### config.mk
export PLATFORM = sky130hd
export DESIGN_NAME = noise_gate_hold_ramp_top
export DESIGN_NICKNAME = d
export VERILOG_FILES = /design/src/rtl/ngh_pkg.sv /design/src/rtl/ngh_lane.sv /design/src/rtl/ngh_core.sv /design/src/rtl/noise_gate_hold_ramp_top.sv
export SDC_FILE = /design/constraint.sdc
export NUM_CORES = 2
export LEC_CHECK = 0
export ABC_AREA = 1
export BUFFER_PORTS_ARGS = -buffer_cell sky130_fd_sc_hd__buf_2
export CORE_MARGIN = 2
export CORE_UTILIZATION = 60
export DETAILED_ROUTE_END_ITERATION = 6
export PLACE_DENSITY = 0.88
export SETUP_SLACK_MARGIN = 0.02
export SYNTH_ARGS = -nofsm -noshare
export SYNTH_HDL_FRONTEND = slang
export SYNTH_SLANG_ARGS = --single-unit
### constraint.sdc
create_clock -name clk -period 6.37 [get_ports clk]
set_clock_uncertainty 0.1 [all_clocks]
set_input_delay 0.9555 -clock clk [delete_from_list [all_inputs] [get_ports clk]]
set_output_delay 0.9555 -clock clk [all_outputs]
set_load 0.05 [all_outputs]
### src/rtl/ngh_pkg.sv
// Shared types and constants for the noise gate with hold and gain ramp.
package ngh_pkg;

  localparam int SAMPLE_W = 24;
  localparam int MAG_W    = 23;
  localparam int GAIN_W   = 17;
  localparam int ENV_W    = 40;
  localparam int HOLD_W   = 24;
  localparam int CFG_IDX_W  = 3;
  localparam int CFG_DATA_W = 24;

  localparam logic [GAIN_W-1:0] GAIN_ONE  = 17'd65536;
  localparam logic [23:0]       DECAY_Q24 = 24'd16775538;
  localparam logic [MAG_W-1:0]  PEAK_MAX  = 23'd8388607;

  localparam logic [CFG_IDX_W-1:0] REG_THRESHOLD     = 3'd0;
  localparam logic [CFG_IDX_W-1:0] REG_ATTACK_STEP   = 3'd1;
  localparam logic [CFG_IDX_W-1:0] REG_RELEASE_STEP  = 3'd2;
  localparam logic [CFG_IDX_W-1:0] REG_HOLD_FRAMES   = 3'd3;
  localparam logic [CFG_IDX_W-1:0] REG_CHANNEL_COUNT = 3'd4;

  typedef struct packed {
    logic [22:0] threshold;
    logic [16:0] attack_step;
    logic [16:0] release_step;
    logic [23:0] hold_frames;
  } cfg_t;

  typedef struct packed {
    logic load;
    logic calc;
  } lane_ctl_t;

  typedef struct packed {
    logic start;
    logic mul_hi;
    logic update;
  } core_ctl_t;

endpackage

### src/rtl/ngh_lane.sv
// One channel lane: holds its sample, finds its saturated magnitude and applies the gain.
module ngh_lane (
  input  logic                                clk,
  input  ngh_pkg::lane_ctl_t                  ctl,
  input  logic signed [ngh_pkg::SAMPLE_W-1:0] sample_in,
  input  logic        [ngh_pkg::GAIN_W-1:0]   gain,
  output logic        [ngh_pkg::MAG_W-1:0]    mag,
  output logic signed [ngh_pkg::SAMPLE_W-1:0] scaled
);
  import ngh_pkg::*;

  logic signed [SAMPLE_W-1:0] sample_r;
  logic        [MAG_W-1:0]    mag_r;
  logic        [MAG_W-1:0]    mag_nxt;
  logic        [SAMPLE_W-1:0] abs_val;
  logic signed [41:0]         product;

  always_comb begin
    abs_val = sample_r[SAMPLE_W-1] ? SAMPLE_W'(-sample_r) : SAMPLE_W'(sample_r);
    mag_nxt = abs_val[SAMPLE_W-1] ? PEAK_MAX : abs_val[MAG_W-1:0];
  end

  always_ff @(posedge clk) begin
    if (ctl.load) begin
      sample_r <= sample_in;
    end
    if (ctl.calc) begin
      mag_r <= mag_nxt;
    end
  end

  // The product of a sample and a gain of at most one always fits 24 bits after the shift.
  assign product = 42'(sample_r) * $signed({25'd0, gain});
  assign scaled  = product[39:16];
  assign mag     = mag_r;

endmodule

### src/rtl/ngh_core.sv
// Peak merge across lanes, envelope decay, hold counter and gain ramp.
module ngh_core #(
  parameter int NLANES = 2
) (
  input  logic                                  clk,
  input  logic                                  rst_n,
  input  ngh_pkg::core_ctl_t                    ctl,
  input  ngh_pkg::cfg_t                         cfg,
  input  logic [1:0]                            nch,
  input  logic [NLANES-1:0][ngh_pkg::MAG_W-1:0] mags,
  output logic [ngh_pkg::GAIN_W-1:0]            gain,
  output logic                                  is_open
);
  import ngh_pkg::*;

  logic [ENV_W-1:0]  env_r, env_nxt;
  logic [GAIN_W-1:0] gain_r, gain_nxt;
  logic [HOLD_W-1:0] hold_r, hold_nxt;
  logic              open_r, open_nxt;
  logic [43:0]       prod_lo_r, prod_hi_r;
  logic [63:0]       decay_sum;
  logic [ENV_W-1:0]  peak_fx, thr_fx;
  logic [MAG_W-1:0]  peak;
  logic [GAIN_W-1:0] step;
  logic [GAIN_W:0]   gain_sum;

  always_comb begin
    peak = mags[0];
    for (int l = 1; l < NLANES; l++) begin
      if ((2'(l) < nch) && (mags[l] > peak)) begin
        peak = mags[l];
      end
    end

    peak_fx   = {1'b0, peak, 16'd0};
    thr_fx    = {1'b0, cfg.threshold, 16'd0};
    decay_sum = {prod_hi_r, 20'd0} + {20'd0, prod_lo_r};
    env_nxt   = (peak_fx > env_r) ? peak_fx : decay_sum[63:24];

    open_nxt = open_r;
    hold_nxt = hold_r;
    if (env_nxt > thr_fx) begin
      open_nxt = 1'b1;
      hold_nxt = cfg.hold_frames;
    end else if (hold_r != '0) begin
      hold_nxt = hold_r - 1'b1;
    end else begin
      open_nxt = 1'b0;
    end

    gain_nxt = gain_r;
    if (open_nxt) begin
      step     = (cfg.attack_step == '0) ? GAIN_W'(1) : cfg.attack_step;
      gain_sum = {1'b0, gain_r} + {1'b0, step};
      if (gain_r < GAIN_ONE) begin
        gain_nxt = (gain_sum > {1'b0, GAIN_ONE}) ? GAIN_ONE : gain_sum[GAIN_W-1:0];
      end
    end else begin
      step     = (cfg.release_step == '0) ? GAIN_W'(1) : cfg.release_step;
      gain_sum = '0;
      gain_nxt = (gain_r > step) ? gain_r - step : '0;
    end
  end

  // The 40 by 24 bit decay product is split into two 20 bit halves, low half first.
  always_ff @(posedge clk) begin
    if (ctl.start) begin
      prod_lo_r <= 44'(env_r[19:0]) * 44'(DECAY_Q24);
    end
    if (ctl.mul_hi) begin
      prod_hi_r <= 44'(env_r[39:20]) * 44'(DECAY_Q24);
    end
  end

  always_ff @(posedge clk) begin
    if (!rst_n) begin
      env_r  <= '0;
      gain_r <= '0;
      hold_r <= '0;
      open_r <= 1'b0;
    end else if (ctl.update) begin
      env_r  <= env_nxt;
      gain_r <= gain_nxt;
      hold_r <= hold_nxt;
      open_r <= open_nxt;
    end
  end

  assign gain    = gain_r;
  assign is_open = open_r;

endmodule

### src/rtl/noise_gate_hold_ramp_top.sv
// Top level of the noise gate with hold and gain ramp: sequencer, registers and output stage.
//
//   Channel  Direction  Handshake               Payload
//   in_      input      in_valid / in_stall     in_sample_0, in_sample_1
//   out_     output     out_valid / out_stall   out_0, out_1, out_is_open, out_gain_now
//   cfg_     input      cfg_valid / cfg_ready   cfg_index, cfg_data
//
// A frame runs through these steps in order: accept with the low decay product, the high
// decay product with the lane magnitudes, the envelope and gain update, then the lane gain
// multiplies. The split 40 by 24 bit decay multiply puts its two halves in separate steps.
// Reset closes the gate, clears envelope, gain and hold, and restores register defaults.
// A stalled result holds the sequencer in its last step; input is stalled while a frame runs.
module noise_gate_hold_ramp_top #(
  parameter int CHANNELS = 2
) (
  input  logic                                clk,
  input  logic                                rst_n,
  input  logic                                in_valid,
  output logic                                in_stall,
  input  logic signed [ngh_pkg::SAMPLE_W-1:0] in_sample_0,
  input  logic signed [ngh_pkg::SAMPLE_W-1:0] in_sample_1,
  output logic                                out_valid,
  input  logic                                out_stall,
  output logic signed [ngh_pkg::SAMPLE_W-1:0] out_0,
  output logic signed [ngh_pkg::SAMPLE_W-1:0] out_1,
  output logic                                out_is_open,
  output logic        [ngh_pkg::GAIN_W-1:0]   out_gain_now,
  input  logic                                cfg_valid,
  output logic                                cfg_ready,
  input  logic [ngh_pkg::CFG_IDX_W-1:0]       cfg_index,
  input  logic [ngh_pkg::CFG_DATA_W-1:0]      cfg_data
);
  import ngh_pkg::*;

  localparam int NLANES = (CHANNELS < 2) ? CHANNELS : 2;

  localparam logic [1:0] ST_IDLE  = 2'd0;
  localparam logic [1:0] ST_MUL   = 2'd1;
  localparam logic [1:0] ST_ENV   = 2'd2;
  localparam logic [1:0] ST_SCALE = 2'd3;

  logic [1:0] state_r, state_nxt;
  cfg_t       cfg_r;
  logic [1:0] chan_cnt_r;
  logic [1:0] nch;
  logic       in_fire, out_load;

  lane_ctl_t lane_ctl;
  core_ctl_t core_ctl;

  logic signed [NLANES-1:0][SAMPLE_W-1:0] lane_in;
  logic signed [NLANES-1:0][SAMPLE_W-1:0] lane_out;
  logic        [NLANES-1:0][MAG_W-1:0]    lane_mag;
  logic [GAIN_W-1:0] gain;
  logic              core_open;

  logic                       out_valid_r;
  logic signed [SAMPLE_W-1:0] out_0_r, out_1_r, out_1_nxt;
  logic                       out_open_r;
  logic [GAIN_W-1:0]          out_gain_r;

  assign cfg_ready = 1'b1;

  always_ff @(posedge clk) begin
    if (!rst_n) begin
      cfg_r.threshold    <= 23'd8389;
      cfg_r.attack_step  <= GAIN_ONE;
      cfg_r.release_step <= GAIN_ONE;
      cfg_r.hold_frames  <= '0;
      chan_cnt_r         <= 2'd2;
    end else if (cfg_valid && cfg_ready) begin
      unique case (cfg_index)
        REG_THRESHOLD:     cfg_r.threshold    <= cfg_data[22:0];
        REG_ATTACK_STEP:   cfg_r.attack_step  <= cfg_data[16:0];
        REG_RELEASE_STEP:  cfg_r.release_step <= cfg_data[16:0];
        REG_HOLD_FRAMES:   cfg_r.hold_frames  <= cfg_data;
        REG_CHANNEL_COUNT: chan_cnt_r         <= cfg_data[1:0];
        default: ;
      endcase
    end
  end

  always_comb begin
    case (chan_cnt_r)
      2'd0:    nch = 2'd1;
      2'd3:    nch = 2'd2;
      default: nch = chan_cnt_r;
    endcase
    if (nch > 2'(NLANES)) begin
      nch = 2'(NLANES);
    end
  end

  assign in_stall = (state_r != ST_IDLE);
  assign in_fire  = in_valid && !in_stall;
  assign out_load = (state_r == ST_SCALE) && (!out_valid_r || !out_stall);

  always_comb begin
    state_nxt = state_r;
    unique case (state_r)
      ST_IDLE:  if (in_fire) state_nxt = ST_MUL;
      ST_MUL:   state_nxt = ST_ENV;
      ST_ENV:   state_nxt = ST_SCALE;
      ST_SCALE: if (out_load) state_nxt = ST_IDLE;
      default:  state_nxt = ST_IDLE;
    endcase
  end

  always_ff @(posedge clk) begin
    if (!rst_n) begin
      state_r <= ST_IDLE;
    end else begin
      state_r <= state_nxt;
    end
  end

  assign lane_ctl.load   = in_fire;
  assign lane_ctl.calc   = (state_r == ST_MUL);
  assign core_ctl.start  = in_fire;
  assign core_ctl.mul_hi = (state_r == ST_MUL);
  assign core_ctl.update = (state_r == ST_ENV);

  assign lane_in[0] = in_sample_0;
  if (NLANES > 1) begin : g_second
    assign lane_in[1] = in_sample_1;
    assign out_1_nxt  = (nch >= 2'd2) ? lane_out[1] : '0;
  end else begin : g_mono
    assign out_1_nxt  = '0;
  end

  for (genvar l = 0; l < NLANES; l++) begin : g_lane
    ngh_lane u_lane (
      .clk       (clk),
      .ctl       (lane_ctl),
      .sample_in (lane_in[l]),
      .gain      (gain),
      .mag       (lane_mag[l]),
      .scaled    (lane_out[l])
    );
  end

  ngh_core #(
    .NLANES (NLANES)
  ) u_core (
    .clk     (clk),
    .rst_n   (rst_n),
    .ctl     (core_ctl),
    .cfg     (cfg_r),
    .nch     (nch),
    .mags    (lane_mag),
    .gain    (gain),
    .is_open (core_open)
  );

  always_ff @(posedge clk) begin
    if (!rst_n) begin
      out_valid_r <= 1'b0;
    end else if (out_load) begin
      out_valid_r <= 1'b1;
    end else if (!out_stall) begin
      out_valid_r <= 1'b0;
    end
  end

  always_ff @(posedge clk) begin
    if (out_load) begin
      out_0_r    <= lane_out[0];
      out_1_r    <= out_1_nxt;
      out_open_r <= core_open;
      out_gain_r <= gain;
    end
  end

  assign out_valid    = out_valid_r;
  assign out_0        = out_0_r;
  assign out_1        = out_1_r;
  assign out_is_open  = out_open_r;
  assign out_gain_now = out_gain_r;

endmodule
Word level (Yosys, flattened, before mapping) --
Cells that the tools add are included.
Operators by class: add/subtract/negate cells 6, multipliers 4, magnitude comparators 9, equality and inequality tests 12, muxes and demuxes 21, reduce and logical (&&, ||, !) cells 23
Operator list (number):
- 2-to-1 mux 17 bit | 6
- 2-to-1 mux 24 bit | 4
- multiplier 20 x 23 -> 43 bit, second input constant | 2
- multiplier 24 x 18 -> 40 bit | 2
- adder 64 x 44 -> 64 bit | 1
- negation 24 bit | 2
- > comparator 39 x 40 -> 1 bit | 1
- > comparator 40 x 39 -> 1 bit | 1
- 2-to-1 mux 40 bit | 1
- zero test 17 bit | 2
- nonzero test 24 bit | 1
- subtractor 24 x 1 -> 24 bit, second input constant | 1
- > comparator 23 bit | 1
- 2-to-1 mux 23 bit | 1
- adder 17 x 17 -> 18 bit | 1
- > comparator 18 x 17 -> 1 bit, second input constant | 1
- > comparator 17 bit | 1
- < comparator 17 bit, second input constant | 1
- subtractor 17 bit | 1
- AND reduction 2 bit | 8
- case mux 2 bit (4 select lines) | 1
- == test 2 bit, second input constant | 3
- == test 3 x 2 -> 1 bit, second input constant | 2
- 2-to-1 mux 2 bit | 3
- 16 further kinds | 27
Storage, ports and cells: flip-flop bits (word level) 414, input port bits 80

Logic depth before layout (Yosys ltp) --
word-level depth 13, mapped depth 43, mapped depth without buffers 38

Cells and area by module --
From an unflattened synthesis, not the netlist that was laid out.
Second synthesis, totals: cell total of the unflattened synthesis 8946, area total of the unflattened synthesis 70447.6 um2
Modules (own cells, without submodules):
- ngh_core | instances 1, cells each 3704, area an instance 29183.0 um2, sequential area each 3623.5 um2
- ngh_lane (g_lane[0].u_lane) | instances 1, cells each 2290, area an instance 17680.7 um2, sequential area each 1411.4 um2
- ngh_lane (g_lane[1].u_lane) | instances 1, cells each 2292, area an instance 17650.7 um2, sequential area each 1411.4 um2
- noise_gate_hold_ramp_top | instances 1, cells each 660, area an instance 5933.2 um2, sequential area each 3703.6 um2

Worst setup path after synthesis --
No wires, ideal clock.
path type reg2reg, start point reg u_core.env_r[4], end point reg u_core.prod_lo_r[38] (data pin), setup time 259 ps, data arrival time 6130 ps, required time 6011 ps, setup slack -118 ps, cell stages (with the launch flop) 22, buffers on the path 0, path through dfxtp_1 fa_1 fa_1 fa_1 inv_1 fa_1 fa_1 fa_1 inv_1 fa_1 ha_1 nand2_1 nor2_1 nand2_1 nor4_1 a21oi_1 o21ai_0 a21boi_0 o21ai_0 nand2_1 nand2_1 xor2_1
On the way: cells in the longest elaborated chain, start to end 1
RTL lines:
- start, declared | RTL line ngh_core.sv:16 | logic [ENV_W-1:0] env_r, env_nxt;
- start signal, assigned | RTL line ngh_core.sv:82 | env_r <= env_nxt;
- multiplier 20 x 23 -> 43 bit | RTL line ngh_core.sv:68 | prod_lo_r <= 44'(env_r[19:0]) * 44'(DECAY_Q24);
- end signal, assigned | RTL line ngh_core.sv:68
- end, declared | RTL line ngh_core.sv:20 | logic [43:0] prod_lo_r, prod_hi_r;
No other way between the ends. A chain may end at the register's enable or synchronous reset.

Final worst setup path --
start point reg u_core.env_r[25], end point reg u_core.prod_hi_r[38] (data pin)
On the way: cells in the longest elaborated chain, start to end 1
RTL lines:
- multiplier 20 x 23 -> 43 bit | RTL line ngh_core.sv:71 | prod_hi_r <= 44'(env_r[39:20]) * 44'(DECAY_Q24);
- end signal, assigned | RTL line ngh_core.sv:71
- end, declared | RTL line ngh_core.sv:20
No other way between the ends.

==> summary.txt <==
met3 wire length: 19900 microns
final hold violations: 0
DRT met1 WL: 71100 microns
Clock Root Buffer: clkbuf_16
largest area contributor in the netlist: fa_1
Max Fclk: 153 MHz
Final Util: 0.685
Synth Cell Area: 0.0669 sq mm
antenna violations before repair: 5
final setup fails: 5
CTS sink cnt: 394
Initial Util: 0.604
Pins Over Slew Limit: 0
CTS H-Tree Depth: 2
IO Count: 149
HPWL Detailed: 157000 microns
Layout Nets: 10400
failing checks: negative setup slack
top cell type's share of synthesized area: 0.342
Rows: 122
Final period util: 1.03
CTS tree: built
Hold WC Path Type: in -> reg
cell count after synthesis: 8080
CTS Hold Bufs: 0
Post-Route WL: 200000 microns
Tot GR Track Use: 0.347
worst-margin pin slew: 1090 ps
Post-Syn Area per Cell: 8.28 sq um
number of flops mapped to enable cells by yosys: 226
routability cong.: 1.04
global-route wire length before repair: 307000 microns
outcome: finished with violations
DR pass1 iterations: 6
DRT antenna net count: 0
RSZ-0062 raised after global routing: true
largest net degree at the start of global routing: 99
placed cell count: 9851
DRC Markers: 0
Yosys cell types: 62
Max Root-Sink Buffers: 3
Tmin final: 6540 ps
startpoint types: register
Yosys warnings: 0
CP Max Fanout: 3
Placeable Area: 0.111 sq mm
DIE WIDTH: 338 microns
crit-path most repeated cell: fa_1
Hold Crit Depth: 1
Detailed Route Iter0 Violations: 5873
number of port buffers: 147
CP peak stage delay: 590 ps
worst skew pair latency: 700 ps
Inserted Clock Buffers: 48
Final WS setup: -171 ps
Primary FF master, synth: edfxtp_1
max cap viols: 0
Synth Register Bits: 394
asr flop ratio synth: 0
Die Area: 0.114 sq mm
share of cells above drive strength 1: 0.125
synth top area cells: fa_1, ha_1, inv_1, edfxtp_1, nand2_1
Worst Setup End Kind: register
highest routed layer: met5
Worst R2R Path Depth: 25
Layout area overhead: 13.4%
routed len/inst: 20.0 microns
met2 WL: 94300 microns
via-per-instance ratio: 5.65
total grt overflow: 0
Worst EP required: 6720 ps
via count: 56600
clock transition at the registers of the reported paths: 70 ps
number of global-route vias before repair: 58200
Post-Layout Cell Count: 10000
CP max stage cell: fa_2
relative slew slack: 0.274
Die Y: 338 microns
kind of critical path: reg -> reg
# diodes: 0
Seq/Total Area, Yosys: 0.152
CP arrival: 6890 ps
r2r setup slk: -170 ps
syn_nets: 9989
==> stage by stage <==
stage / hold WS (ps) / setup slack [ps] / instance area, sq um / setup TNS, ps
floorplan: 325 / 14.2 / 66900 / 0
global placement: 337 / -377 / 71800 / -2610
detailed placement: 347 / -443 / 71800 / -7230
CTS: 314 / -2.50 / 74100 / -2.61
global route: 340 / -275 / 75800 / -2850
finish: 345 / -171 / 75800 / -497
==> worst max-delay path, delay by kind of cell, from the launching register on <==
family,cells,cell delay (ps)
adder cells (fa/ha/maj),8,4040
AO/OA/AOI/OAI,8,990
XOR/XNOR,1,150
AND/OR/NAND/NOR,2,160
flip-flops,1,330
buffers and inverters,6,530
==> synth_stat cells, drive strengths merged (3+ instances only) <==
cell,number
a31oi,26
clkinv,3
or2,31
o31ai,8
nor4,17
a211oi,8
o211ai,19
o221ai,5
fa,1143
nor3b,4
o2111ai,7
nand3,199
inv,2130
nand3b,18
a221oi,3
a21boi,8
nor3,58
edfxtp,226
nor4b,3
xor2,106
ha,686
o21ai,304
o21a,23
a21oi,393
xnor2,76
nor2,446
buf,93
dfxtp,168
clkbuf,188
o221a,3
and2,3
nand2,1590
o21bai,14
nand4,41
a21o,18
==> routing by layer <==
layer,global-route usage,vias up
li1,-,25100
met4,0.191,8
met5,0,-
met3,0.0639,940
met2,0.570,3250
met1,0.436,27400
==> state kept, by name, indices dropped and copies added (netlist names), 17 cells and up <==
register	count
cfg_r	81
g_lane.u_lane.mag	46
g_lane.u_lane.sample_r	48
out_0	24
out_1	24
out_gain_now	17
u_core.env_r	40
u_core.gain	17
u_core.hold_r	24
u_core.prod_hi_r	43
u_core.prod_lo_r	23
==> cells by family after synthesis <==
| logic type | synth area share |
|---|---|
| xor+xnor | 0.0238 |
| fa+ha+maj | 0.470 |
| compound gates | 0.0692 |
| simple gates | 0.148 |
| flops | 0.152 |
| other cells | 0.0000561 |
| buf+inv | 0.137 |
==> cell type report <==
cell class | instances | area, sq um
inverters | 2133 | 8020
fillers | 7860 | 34800
repair buffers | 643 | 5030
clock buffers | 62 | 1370
flip-flops and latches | 394 | 10200
well taps | 1488 | 1860
clock inverters | 27 | 397
multi-input cells | 5272 | 49000
==> worst paths after layout <==
check | from | end
worst max-delay path | u_core.env_r[25] | u_core.prod_hi_r[38]
worst min-delay path | in_sample_1[7] | g_lane[1].u_lane.sample_r[7]
worst max register to register | u_core.env_r[25] | u_core.prod_hi_r[38]
worst min register to register | cfg_r[21] | cfg_r[21]
==> repair_timing <==
action | in CTS | in global routing
pin swaps | 38 | 94
cloned | 0 | 5
gates resized for setup | 77 | 287
buffers inserted | 25 | 50
endpoints found under the setup margin | 84 | 101
==> layout by cell type (no fill, tap or decap), types with 75 or more instances in the layout <==
cell and count:
o21ai_0 268, buf_4 432, nor2_1 421, dfxtp_1 139, nand3_1 180, inv_1 2101, buf_2 146, xor2_1 104
a21oi_1 354, nand2_1 1549, edfxtp_1 226, fa_1 1118, xnor2_1 75, ha_1 641
Power is left out: the tool's default activity adds up to more than one toggle a clock period on the data nets, which glitch-free logic cannot reach.
